===== config.mk =====
export PLATFORM = sky130hd
export DESIGN_NAME = fixed_block_pool_allocator_top
export DESIGN_NICKNAME = d
export VERILOG_FILES = /design/src/hw/rtl/fbpa_pkg.sv /design/src/hw/rtl/fbpa_ctrl.sv /design/src/hw/rtl/fbpa_dp.sv /design/src/hw/rtl/fixed_block_pool_allocator_top.sv
export SDC_FILE = /design/constraint.sdc
export NUM_CORES = 2
export LEC_CHECK = 0
export BUFFER_PORTS_ARGS = -buffer_cell sky130_fd_sc_hd__buf_2
export CAP_MARGIN = 20
export CORE_ASPECT_RATIO = 0.6
export CORE_MARGIN = 4
export CORE_UTILIZATION = 55
export CTS_BUF_LIST = sky130_fd_sc_hd__clkbuf_8
export CTS_CLUSTER_DIAMETER = 100
export DETAILED_ROUTE_END_ITERATION = 10
export PLACE_DENSITY = 0.82
export SYNTH_ARGS = -nofsm -noshare
export SYNTH_HDL_FRONTEND = slang
export SYNTH_SLANG_ARGS = --single-unit

===== constraint.sdc =====
create_clock -name clock -period 17.8 [get_ports clock]
set_input_delay 2.67 -clock clock [delete_from_list [all_inputs] [get_ports clock]]
set_output_delay 2.67 -clock clock [all_outputs]
set_load 0.005 [all_outputs]

===== src/hw/rtl/fbpa_pkg.sv =====
// fbpa_pkg: types, codes and reset values shared by the block pool allocator.
// Depends on nothing; imported by the controller, the datapath and the top level.
package fbpa_pkg;

   // Operation codes of a request
   localparam logic OP_ALLOC = 1'b0;
   localparam logic OP_FREE  = 1'b1;

   // Configuration register indexes
   localparam int CSR_INDEX_W = 2;
   localparam logic [CSR_INDEX_W-1:0] CSR_POOL_BASE   = 2'd0;
   localparam logic [CSR_INDEX_W-1:0] CSR_BLOCK_SHIFT = 2'd1;
   localparam logic [CSR_INDEX_W-1:0] CSR_BLOCK_COUNT = 2'd2;

   // Configuration reset values
   localparam logic [31:0] POOL_BASE_RST   = 32'd0;
   localparam logic [4:0]  BLOCK_SHIFT_RST = 5'd6;
   localparam logic [8:0]  BLOCK_COUNT_RST = 9'd256;

   // Largest in-use value the response can carry
   localparam logic [8:0] IN_USE_MAX = 9'd511;

   typedef enum logic [2:0] {
      ST_GRANT    = 3'd0,
      ST_FALLBACK = 3'd1,
      ST_ZERO     = 3'd2,
      ST_RETURNED = 3'd3,
      ST_NULL     = 3'd4,
      ST_OUTSIDE  = 3'd5
   } status_type;

   typedef enum logic {
      S_IDLE = 1'b0,
      S_EXEC = 1'b1
   } ctrl_state_type;

   typedef struct packed {
      logic        operation;
      logic [31:0] request_size;
      logic [31:0] address_in;
   } req_type;

   typedef struct packed {
      status_type  status;
      logic [31:0] address_out;
      logic [8:0]  in_use;
      logic [8:0]  peak_in_use;
      logic [31:0] alloc_total;
      logic [31:0] free_total;
   } rsp_type;

   // Commands from the controller to the datapath
   typedef struct packed {
      logic capture;   // latch the accepted request and its precomputed flags
      logic commit;    // execute the latched request, load the response register
      logic csr_write; // configuration write handshake completes
   } cmd_type;

endpackage


===== src/hw/rtl/fbpa_ctrl.sv =====
// fbpa_ctrl: request sequencing state machine and response valid flag.
// Depends on fbpa_pkg; drives the command struct of fbpa_dp.
module fbpa_ctrl
   import fbpa_pkg::*;
(
   input  logic    clock,
   input  logic    reset,
   input  logic    req_valid,
   output logic    req_ready,
   output logic    rsp_valid,
   input  logic    rsp_ready,
   input  logic    csr_valid,
   output logic    csr_ready,
   output cmd_type cmd
);

   ctrl_state_type state_ff, state_in;
   logic           rsp_valid_ff, rsp_valid_in;

   // State register and response valid
   always_ff @(posedge clock) begin
      if (reset) begin
         state_ff     <= S_IDLE;
         rsp_valid_ff <= 1'b0;
      end else begin
         state_ff     <= state_in;
         rsp_valid_ff <= rsp_valid_in;
      end
   end

   // Next state and commands; a pending register write goes ahead of a request
   always_comb begin
      state_in  = state_ff;
      req_ready = 1'b0;
      cmd       = '0;
      unique case (state_ff)
         S_IDLE: begin
            req_ready = !csr_valid;
            if (req_valid && !csr_valid) begin
               cmd.capture = 1'b1;
               state_in    = S_EXEC;
            end
         end
         S_EXEC: begin
            // execute once the response slot is free or being emptied
            if (!rsp_valid_ff || rsp_ready) begin
               cmd.commit = 1'b1;
               state_in   = S_IDLE;
            end
         end
         default: state_in = S_IDLE;
      endcase
      cmd.csr_write = csr_valid && csr_ready;
   end

   // Response slot occupancy
   always_comb begin
      priority if (cmd.commit) rsp_valid_in = 1'b1;
      else if (rsp_ready)      rsp_valid_in = 1'b0;
      else                     rsp_valid_in = rsp_valid_ff;
   end

   assign rsp_valid = rsp_valid_ff;
   // register writes only between requests, never with one in execute
   assign csr_ready = (state_ff == S_IDLE);

   // A captured request is executed in the cycle after capture or later
   assert property (@(posedge clock) disable iff (reset)
      (req_valid && req_ready) |=> (state_ff == S_EXEC))
      else $error("accepted request did not enter execute");

   // Never overwrite a response that has not been taken
   assert property (@(posedge clock) disable iff (reset)
      cmd.commit |-> (!rsp_valid_ff || rsp_ready))
      else $error("response overwritten before being taken");

   // Every commit presents a response in the next cycle
   assert property (@(posedge clock) disable iff (reset)
      cmd.commit |=> rsp_valid)
      else $error("commit without response");

   // Capture and commit never coincide
   assert property (@(posedge clock) disable iff (reset)
      cmd.capture |-> !cmd.commit)
      else $error("capture and commit in the same cycle");

endmodule


===== src/hw/rtl/fbpa_dp.sv =====
// fbpa_dp: configuration registers, free-list head, link memory, counters and
// response register. Depends on fbpa_pkg; commanded by fbpa_ctrl.
module fbpa_dp
   import fbpa_pkg::*;
#(
   parameter int MAX_BLOCKS = 256
)(
   input  logic                   clock,
   input  logic                   reset,
   input  cmd_type                cmd,
   input  req_type                req_data,
   input  logic [CSR_INDEX_W-1:0] csr_index,
   input  logic [31:0]            csr_wdata,
   output rsp_type                rsp_data
);

   localparam int IDX_W = (MAX_BLOCKS > 1) ? $clog2(MAX_BLOCKS) : 1;
   localparam int CNT_W = IDX_W + 1;
   localparam logic [31:0] MAX_LIMIT = 32'(MAX_BLOCKS);

   // Saturated view of the grant/return difference
   function automatic logic [8:0] sat_in_use(input logic [31:0] d);
      logic [8:0] r;
      if (d[31])         r = 9'd0;
      else if (|d[30:9]) r = IN_USE_MAX;
      else               r = d[8:0];
      return r;
   endfunction

   // Configuration
   logic [31:0] pool_base_ff;
   logic [4:0]  block_shift_ff;
   logic [8:0]  block_count_ff;
   logic        reinit;

   // Latched request with flags computed at capture
   logic        op_ff;
   logic        size_zero_ff;
   logic        oversize_ff;
   logic        addr_null_ff;
   logic        below_base_ff;
   logic [31:0] offset_ff;

   // Free list and counters
   logic [IDX_W-1:0] head_ff, head_in;
   logic             head_valid_ff, head_valid_in;
   logic [CNT_W-1:0] fresh_ff, fresh_in;
   logic [31:0]      grant_ff, grant_in;
   logic [31:0]      ret_ff, ret_in;
   logic [31:0]      diff_ff, diff_in;
   logic [8:0]       peak_ff, peak_in;

   // Link memory: {valid, next index}; link_ff holds the entry at the current head
   logic [IDX_W:0]   link_mem [MAX_BLOCKS];
   logic [IDX_W:0]   link_ff;
   logic [IDX_W:0]   link_wdata;
   logic             link_we;

   rsp_type          rsp_ff, rsp_in;

   // Execute-cycle decode
   logic [31:0]      active_n;
   logic             exhausted;
   logic             grant_ok;
   logic             free_ok;
   logic [IDX_W-1:0] pop_idx;
   logic [IDX_W-1:0] free_idx;
   logic [31:0]      block_q;
   logic             in_pool;
   logic [8:0]       use_after;
   status_type       status;

   assign reinit = cmd.csr_write &&
                   (csr_index == CSR_POOL_BASE || csr_index == CSR_BLOCK_SHIFT ||
                    csr_index == CSR_BLOCK_COUNT);

   // Configuration registers
   always_ff @(posedge clock) begin
      if (reset) begin
         pool_base_ff   <= POOL_BASE_RST;
         block_shift_ff <= BLOCK_SHIFT_RST;
         block_count_ff <= BLOCK_COUNT_RST;
      end else if (cmd.csr_write) begin
         unique case (csr_index)
            CSR_POOL_BASE:   pool_base_ff   <= csr_wdata;
            CSR_BLOCK_SHIFT: block_shift_ff <= csr_wdata[4:0];
            CSR_BLOCK_COUNT: block_count_ff <= csr_wdata[8:0];
            default: ;
         endcase
      end
   end

   // Request capture: size and address checks that need no pool state
   always_ff @(posedge clock) begin
      if (cmd.capture) begin
         op_ff         <= req_data.operation;
         size_zero_ff  <= (req_data.request_size == 32'd0);
         oversize_ff   <= ({1'b0, req_data.request_size} > (33'd1 << block_shift_ff));
         addr_null_ff  <= (req_data.address_in == 32'd0);
         below_base_ff <= (req_data.address_in < pool_base_ff);
         offset_ff     <= req_data.address_in - pool_base_ff;
      end
   end

   // Decode of the latched request
   always_comb begin
      active_n  = ({23'd0, block_count_ff} > MAX_LIMIT) ? MAX_LIMIT
                                                        : {23'd0, block_count_ff};
      exhausted = !head_valid_ff && ({{(32-CNT_W){1'b0}}, fresh_ff} >= active_n);
      block_q   = offset_ff >> block_shift_ff;
      in_pool   = (block_q < active_n);
      free_idx  = block_q[IDX_W-1:0];
      pop_idx   = head_valid_ff ? head_ff : fresh_ff[IDX_W-1:0];

      if (op_ff == OP_ALLOC) begin
         if (size_zero_ff)                  status = ST_ZERO;
         else if (oversize_ff || exhausted) status = ST_FALLBACK;
         else                               status = ST_GRANT;
      end else begin
         if (addr_null_ff)                   status = ST_NULL;
         else if (below_base_ff || !in_pool) status = ST_OUTSIDE;
         else                                status = ST_RETURNED;
      end

      grant_ok = cmd.commit && (status == ST_GRANT);
      free_ok  = cmd.commit && (status == ST_RETURNED);
   end

   // Next state of the free list and counters
   always_comb begin
      head_in       = head_ff;
      head_valid_in = head_valid_ff;
      fresh_in      = fresh_ff;
      grant_in      = grant_ff;
      ret_in        = ret_ff;
      diff_in       = diff_ff;
      peak_in       = peak_ff;
      link_we       = 1'b0;
      link_wdata    = {head_valid_ff, head_ff};
      use_after     = sat_in_use(diff_ff + 32'd1);

      priority if (reinit) begin
         head_in       = '0;
         head_valid_in = 1'b0;
         fresh_in      = '0;
         grant_in      = 32'd0;
         ret_in        = 32'd0;
         diff_in       = 32'd0;
         peak_in       = 9'd0;
      end else if (grant_ok) begin
         // pop: prefetched link of the head, or next fresh block
         if (head_valid_ff) begin
            head_in       = link_ff[IDX_W-1:0];
            head_valid_in = link_ff[IDX_W];
         end else begin
            fresh_in = fresh_ff + CNT_W'(1);
         end
         grant_in = grant_ff + 32'd1;
         diff_in  = diff_ff + 32'd1;
         if (use_after > peak_ff) peak_in = use_after;
      end else if (free_ok) begin
         // push: old head becomes the link of the returned block
         link_we       = 1'b1;
         head_in       = free_idx;
         head_valid_in = 1'b1;
         ret_in        = ret_ff + 32'd1;
         diff_in       = diff_ff - 32'd1;
      end
   end

   always_ff @(posedge clock) begin
      if (reset) begin
         head_ff       <= '0;
         head_valid_ff <= 1'b0;
         fresh_ff      <= '0;
         grant_ff      <= 32'd0;
         ret_ff        <= 32'd0;
         diff_ff       <= 32'd0;
         peak_ff       <= 9'd0;
      end else begin
         head_ff       <= head_in;
         head_valid_ff <= head_valid_in;
         fresh_ff      <= fresh_in;
         grant_ff      <= grant_in;
         ret_ff        <= ret_in;
         diff_ff       <= diff_in;
         peak_ff       <= peak_in;
      end
   end

   // Link memory; read port follows the next head, write data forwarded on a hit
   always_ff @(posedge clock) begin
      if (link_we) link_mem[free_idx] <= link_wdata;
      if (link_we && (free_idx == head_in)) link_ff <= link_wdata;
      else                                  link_ff <= link_mem[head_in];
   end

   // Response register
   always_comb begin
      rsp_in.status      = status;
      rsp_in.address_out = (status == ST_GRANT)
                           ? pool_base_ff + (32'(pop_idx) << block_shift_ff) : 32'd0;
      rsp_in.in_use      = sat_in_use(diff_in);
      rsp_in.peak_in_use = peak_in;
      rsp_in.alloc_total = grant_in;
      rsp_in.free_total  = ret_in;
   end

   always_ff @(posedge clock) begin
      if (cmd.commit) rsp_ff <= rsp_in;
   end

   assign rsp_data = rsp_ff;

endmodule


===== src/hw/rtl/fixed_block_pool_allocator_top.sv =====
// Fixed-size block pool allocator, LIFO free list of MAX_BLOCKS blocks.
// Each request is handled in two steps: capture, which runs the size and
// address checks, and execute, which updates the free list and loads the
// response register; a request is taken only after the previous one has
// executed. The link of the current head block is held prefetched from
// the link memory, which lets a pop finish in the execute cycle. A request
// is accepted while the previous response still waits; the execute cycle
// waits until that response is taken. The link memory is not cleared after
// reset or a configuration write; never-used blocks come from a fresh
// counter, so no clearing pass is needed. A write to any listed register
// reinitializes the pool. Depends on fbpa_pkg, fbpa_ctrl and fbpa_dp.
module fixed_block_pool_allocator_top
   import fbpa_pkg::*;
#(
   parameter int MAX_BLOCKS = 256
)(
   input  logic                   clock,
   input  logic                   reset,
   input  logic                   req_valid,
   output logic                   req_ready,
   input  req_type                req_data,
   output logic                   rsp_valid,
   input  logic                   rsp_ready,
   output rsp_type                rsp_data,
   input  logic                   csr_valid,
   output logic                   csr_ready,
   input  logic [CSR_INDEX_W-1:0] csr_index,
   input  logic [31:0]            csr_wdata
);

   cmd_type cmd;

   // Sequencing
   fbpa_ctrl u_ctrl (
      .clock     (clock),
      .reset     (reset),
      .req_valid (req_valid),
      .req_ready (req_ready),
      .rsp_valid (rsp_valid),
      .rsp_ready (rsp_ready),
      .csr_valid (csr_valid),
      .csr_ready (csr_ready),
      .cmd       (cmd)
   );

   // Pool state and response
   fbpa_dp #(
      .MAX_BLOCKS (MAX_BLOCKS)
   ) u_dp (
      .clock     (clock),
      .reset     (reset),
      .cmd       (cmd),
      .req_data  (req_data),
      .csr_index (csr_index),
      .csr_wdata (csr_wdata),
      .rsp_data  (rsp_data)
   );

endmodule

Word level (Yosys, flattened, before mapping) --
Memories as Yosys holds them, arrays and structs flattened. A register that Yosys moved wholly into a read port is not among the register bits. Index checks and enable logic that the tools add are counted.
Word-level totals: word-level logic and storage cells 116, bits in writable memories 2304, input port bits 104, output and inout port bits 120, memories kept 1, flip-flop bits (word level) 325
Cells by class: add/subtract/negate cells 7, equality and inequality tests 3, magnitude comparators 6, bitwise gates (word level) 2, reductions and logical operators 28, shift operators 3, multiplexer cells 42
Memory list:
- u_dp.link_mem | words 256, width 9, rd ports 1, clocked after Yosys merged registers in 1, wr ports 1, RTL line fbpa_dp.sv:54 | logic [IDX_W:0] link_mem [MAX_BLOCKS];
Operators with widths (number):
- two-way mux 32 bit | 8
- adder 32 x 1 -> 32 bit, second input constant | 3
- zero test 32 bit | 2
- less-than comparator 32 bit | 2
- two-way mux 9 bit | 7
- OR reduction 22 bit | 2
- two-way mux 8 bit | 5
- > comparator 32 x 33 -> 1 bit | 1
- << shifter 1 x 5 -> 33 bit, first input constant | 1
- adder 32 bit | 1
- greater-or-equal comparator 9 x 32 -> 1 bit | 1
- << shifter 8 x 5 -> 32 bit | 1
- right shift 32 x 5 -> 32 bit | 1
- subtractor 32 x 1 -> 32 bit, second input constant | 1
- subtractor 32 bit | 1
- two-way mux 1 bit | 17
- two-way mux 3 bit | 4
- adder 9 x 1 -> 9 bit, second input constant | 1
- > comparator 9 bit | 1
- > comparator 9 bit, second input constant | 1
- AND reduction 2 bit | 4
- logical AND 1 bit | 6
- logical OR 1 bit | 5
- zero test 1 bit | 4
- 9 further kinds | 11

Logic depth before layout (Yosys ltp) --
word-level depth 15, gate-level depth with buffers 30, depth with buffers taken out 23

Cells and area by module --
A second synthesis with hierarchy kept.
Unflattened totals: cells, all modules 5865, area total of the unflattened synthesis 109142.2 µm²
By module, submodules not included:
- fbpa_dp | cells each 5853, sequential area each 77354.2 µm², times used 1, area an instance 109035.8 µm²
- fbpa_ctrl | cells each 12, sequential area each 40.0 µm², times used 1, area an instance 106.4 µm²

Worst setup path after synthesis --
Ideal clock, no wire load.
path type register to register, start register u_dp.head_valid_ff, end register u_dp.rsp_ff (netlist bit u_dp.rsp_data[111]) (data pin), slack 9.471 ns, clock period less this slack 8.329 ns, required time 17.534 ns, setup time 0.266 ns, path buffers 1, arrival 8.063 ns, cell stages (with the launch flop) 20, cells stage by stage dfxtp_1 -> clkbuf_1 -> mux4_2 -> mux2_2 -> a22oi_1 -> and2_1 -> a211oi_1 -> ha_1 -> a21o_1 -> a21o_1 -> a211o_1 -> a2111oi_0 -> and3_1 -> nor3_1 -> o31ai_1 -> o211a_1 -> a21oi_1 -> o41ai_1 -> xor2_1 -> nor2_1
Between the ends: word-level cells in the longest chain between the ends 7, elaborated cells between the ends (all ways) 10, classes of those cells add/sub: 1; shift: 1; mux: 4; reduce/logical: 4
RTL lines:
- from (decl) | RTL line fbpa_dp.sv:46 | logic head_valid_ff, head_valid_in;
- from (signal assigned) | RTL line fbpa_dp.sv:182 | head_valid_ff <= head_valid_in;
- branches (longest 7 deep; another with adder 32 bit)
- to (signal assigned) | RTL line fbpa_dp.sv:210 | if (cmd.commit) rsp_ff <= rsp_in;
- to (decl) | RTL line fbpa_dp.sv:59 | rsp_type rsp_ff, rsp_in;
Several ways; the timed one is not identified. A chain may end at the register's enable or synchronous reset.

Final worst setup path --
start register u_dp.block_shift_ff[0], end memory u_dp.link_mem[48][0] (netlist bit), enable pin
Between the ends: word-level cells in the longest chain between the ends 14, elaborated cells between the ends (all ways) 16, classes of those cells order compare: 1; eq/ne: 1; shift: 1; mux: 8; reduce/logical: 5
RTL lines:
- from (decl) | RTL line fbpa_dp.sv:32 | logic [4:0] block_shift_ff;
- from (signal assigned) | RTL line fbpa_dp.sv:86 | CSR_BLOCK_SHIFT: block_shift_ff <= csr_wdata[4:0];
- right shift 32 x 5 -> 32 bit * | RTL line fbpa_dp.sv:110 | block_q = offset_ff >> block_shift_ff;
- less-than comparator 32 bit | RTL line fbpa_dp.sv:111 | in_pool = (block_q < active_n);
- zero test 1 bit | RTL line fbpa_dp.sv:121 | else if (below_base_ff || !in_pool) status = ST_OUTSIDE;
- logical OR 1 bit | RTL line fbpa_dp.sv:121
- two-way mux 3 bit | RTL line fbpa_dp.sv:121
- two-way mux 3 bit | RTL line fbpa_dp.sv:120 | if (addr_null_ff) status = ST_NULL;
- two-way mux 3 bit | RTL line fbpa_dp.sv:115 | if (op_ff == OP_ALLOC) begin
- equality test 3 x 2 -> 1 bit | RTL line fbpa_dp.sv:126 | free_ok = cmd.commit && (status == ST_RETURNED);
- logical AND 1 bit | RTL line fbpa_dp.sv:126
- two-way mux 1 bit | RTL line fbpa_dp.sv:161 | end else if (free_ok) begin
- two-way mux 1 bit | RTL line fbpa_dp.sv:150 | end else if (grant_ok) begin
- two-way mux 1 bit | RTL line fbpa_dp.sv:142 | priority if (reinit) begin
- two-way mux 1 bit | RTL line fbpa_dp.sv:193 | if (link_we) link_mem[free_idx] <= link_wdata;
- two-way mux 1 bit (not written as such) | RTL line fbpa_dp.sv:193
- to (decl) | RTL line fbpa_dp.sv:54
Mark *: on every way between the ends. The rest lies on a longest branch, timed or not.

==> results.yml <==
clock_tree:
  root_buffer: "clkbuf_8"
  post_cts_buffers: 0
  clock-sinks: 2637
  htree_levels: 5
  ctsLongestPathBuffers: 4
  clkTransAtPathRegs_ps: 80
  cts_tree: "built"
  numCtsBuffers: 354
  cts_resized: 0
  cts_hold_buf: 0
  clk_latency_ps: 970
route:
  routed_wl_um: 280700
  ant_nets: 0
  vias: 61240
  wire_per_inst_um: 30.64
  via_per_inst: 6.686
  drt_iter0_markers: 10750
  first_pass_iters: 9
  drc_errors: 0
place:
  portBuffers: 223
  gp_congestion: 0.9677
  hpwlAfterDp_um: 175100
job:
  cap_viol_max_count: 0
floorplanning:
  row_count: 126
  start_util_pct: 55.42
  io-pin-count: 224
  die-area_um2: 206000
  die_x_um: 583.3
  die_h_um: 353.2
  fp.coreArea_um2: 197100
timing:
  tns_ps: 0
  finClkSkew_ps: 81.75
  finalHoldViolations: 0
  period_needed_ps: 7512
  worstMarginPinSlew_ps: 1162
  finalSetupViolations: 0
  fmax_mhz: 133.1
  slew_headroom_pct: 22.53
  drv_slew: 0
  finalCritPeriodShare_pct: 42.20
  rsz0062_at_grt: "false"
setup_path:
  r2r_cells: 21
  slowest_delay_ps: 690
  cp_common_cell: "buf_4"
  r2r_slack_ps: 10290
  critPathCaptureType: "flip-flop"
  critPathMaxFanout: 60
  start_kind: "flip-flop"
  crit_chain: "buf_4, clkinv_1, buf_4, mux4_2, nor2_1, nor2_1, o21ai_0, inv_1, ha_1, a211oi_1, a221oi_1, o21ai_0, a221oi_1, nand4b_1, and3_1, buf_4, nand2_1, nor3_1, nand2_1, buf_4, nor2_1"
  r2r-end: "u_dp.link_mem[48][0]$_DFFE_PP_"
  crit_arrival_ps: 8040
  worstSetupPathType: "flip-flop to flip-flop"
  timing.rr.start: "u_dp.block_shift_ff[0]$_SDFFE_PP0P_"
  required_ps: 18330
  slowest_stage: "nor2_1"
synth:
  syn_area_um2: 109200
  synth_area_per_cell_um2: 18.48
  seq_area_frac_synth_pct: 70.87
  synth.distinct_cells: 80
  ys_warn_count: 0
  async_flop_share_pct: 0
  ys_ff_latch: 2637
  synth_cells: 5910
  ys.flop_type: "edfxtp_1"
  synth_nets: 6142
  synth_edf_count: 2458
grt:
  track_usage_pct: 26.96
  grt.overflow.total: 0
  grt_pass1_wl_um: 411000
  antenna_found_initial: 16
  grt_pass1_vias: 58880
  grt_max_degree: 166
power:
  clockPowerShare_pct: 37.9
  switching_share_pct: 22.10
  power_frac_comb_pct: 2.6
  fin_total_pwr_mw: 11.28
  p_seq_share_pct: 59.6
  p_per_area_nw_per_um2: 94.24
  p_leak_nw: 42.00
  netSwitchingPower_mw: 2.492
  p_int_mw: 8.786
  vdd_drop_max_mv: 0.08656
worst_hold_path:
  hp-start: "u_dp.block_count_ff[2]$_SDFFE_PP0P_"
  hold_end: "u_dp.block_count_ff[2]$_SDFFE_PP0P_"
  hold_class: "flip-flop to flip-flop"
  holdPathStages: 2
cells_and_area:
  fin_nets: 6489
  drive_gt1_share_pct: 24.63
  area_growth_pct: 9.584
run_status:
  status: "finished clean"
-- cell usage in the layout, fill, tap and decap left out, types with 52 or more instances in the layout --
cell | synthesis | layout
dfxtp_1 | 179 | 161
mux2i_1 | 52 | 52
nand3_1 | 62 | 62
clkinv_1 | 3 | 95
xnor2_1 | 73 | 73
edfxtp_1 | 2458 | 2458
buf_4 | 4 | 76
nor2_1 | 578 | 578
a21oi_1 | 152 | 151
mux4_2 | 793 | 793
buf_2 | 10 | 222
o21ai_0 | 60 | 60
nor3_1 | 93 | 92
ha_1 | 126 | 126
xor2_1 | 87 | 87
nand2_1 | 286 | 285
inv_1 | 87 | 194
clkbuf_8 | 0 | 361
-- synth_stat cells, types with 36 or more instances --
| library cell | number | area share [%] |
|---|---|---|
| nor3_1 | 93 | 0.43 |
| a21oi_1 | 152 | 0.70 |
| nor2_1 | 578 | 2.0 |
| edfxtp_1 | 2458 | 68 |
| mux2i_1 | 52 | 0.48 |
| a21o_1 | 37 | 0.25 |
| and3_1 | 36 | 0.21 |
| mux4_2 | 793 | 16 |
| dfxtp_1 | 179 | 3.3 |
| and2_1 | 38 | 0.22 |
| nand4_1 | 37 | 0.21 |
| clkbuf_1 | 228 | 0.78 |
| xnor2_1 | 73 | 0.59 |
| ha_1 | 126 | 1.4 |
| o21ai_0 | 60 | 0.27 |
| xor2_1 | 87 | 0.70 |
| buf_1 | 76 | 0.26 |
| inv_1 | 87 | 0.30 |
| nand3_1 | 62 | 0.28 |
| nand2_1 | 286 | 0.98 |
-- layout make-up --
| type | count | area, um^2 |
|---|---|---|
| diodes | 4 | 10.01 |
| clock buffers | 361 | 4969 |
| clock inverters | 270 | 1376 |
| fillers | 13240 | 77380 |
| inverters | 90 | 340.3 |
| multi-input cells | 2861 | 30240 |
| flip-flops and latches | 2637 | 77450 |
| well taps | 2624 | 3283 |
| repair buffers | 313 | 2011 |
-- sequential cells by signal, indices dropped and copies added, names as in the netlist, 8 cells and up, named ones only --
name and flops:
u_dp.block_count_ff 9, u_dp.diff_ff 32, u_dp.fresh_ff 9, u_dp.grant_ff 32, u_dp.head_ff 8, u_dp.link_mem 2304, u_dp.offset_ff 32, u_dp.peak_ff 9
u_dp.pool_base_ff 32, u_dp.ret_ff 32, u_dp.rsp_data 117
-- worst max-delay path by stage --
stage	endpoint	depth (start not counted)	from	slack (ps)
final	u_dp.link_mem[48][0]$_DFFE_PP_	21	u_dp.block_shift_ff[0]$_SDFFE_PP0P_	10290
after global routing	u_dp.link_mem[48][5]$_DFFE_PP_	21	u_dp.block_shift_ff[0]$_SDFFE_PP0P_	9940
after global placement	u_dp.link_mem[212][3]$_DFFE_PP_	21	u_dp.block_shift_ff[0]$_SDFFE_PP0P_	10540
after detailed placement	u_dp.link_mem[212][6]$_DFFE_PP_	21	u_dp.block_shift_ff[0]$_SDFFE_PP0P_	10550
after floorplan	u_dp.rsp_data[111]$_SDFFCE_PP0P_	19	u_dp.head_valid_ff$_SDFFE_PP0P_	9470
after CTS	u_dp.link_mem[212][2]$_DFFE_PP_	21	u_dp.block_shift_ff[0]$_SDFFE_PP0P_	10500
-- critical path, delay by kind of cell (launching register included) --
family | cells | cell delay [ps]
simple gates | 8 | 2640
compound gates | 5 | 1180
buf+inv | 6 | 2130
mux | 1 | 490
flops | 1 | 320
fa+ha+maj | 1 | 320
-- per-layer routing --
| layer | wire (um) | up-vias | global-route usage, % |
|---|---|---|---|
| li1 | - | 24580 | - |
| met1 | 107900 | 31270 | 41.47 |
| met2 | 120300 | 4934 | 37.01 |
| met3 | 46230 | 457 | 9.896 |
| met4 | 6182 | 8 | 6.081 |
| met5 | 64 | - | 0 |
-- stage by stage --
step	std cells	cell area [um^2]	utilization [%]	hold slack [ps]	setup slack (ps)
finish	9160	119700	60.73	458.6	10290
global route	9157	119700	60.73	488.2	9940
CTS	9151	119500	60.66	458.0	10500
detailed placement	8520	113200	57.44	448.1	10550
global placement	8517	113100	57.41	446.3	10540
floorplan	5910	109200	-	431.8	9471
-- power by group through the flow --
stage	clock (mW)	combinational, mW	sequential (mW)
3_3_place_gp	0	0.272	6.85
4_1_cts	4.30	0.281	6.72
5_1_grt	4.61	0.310	6.71
6_report	4.27	0.290	6.72
3_5_place_dp	0	0.280	6.85
2_1_floorplan	0	0.180	6.85
-- logic make-up after synthesis --
group | share of synthesized area [%]
buffers and inverters | 1.469
adder cells (fa/ha/maj) | 1.480
XOR/XNOR | 1.298
AND/OR/NAND/NOR | 5.294
AO/OA/AOI/OAI | 2.517
flip-flops | 70.87
multiplexers | 17.08
(Power assumes the default switching activity.)
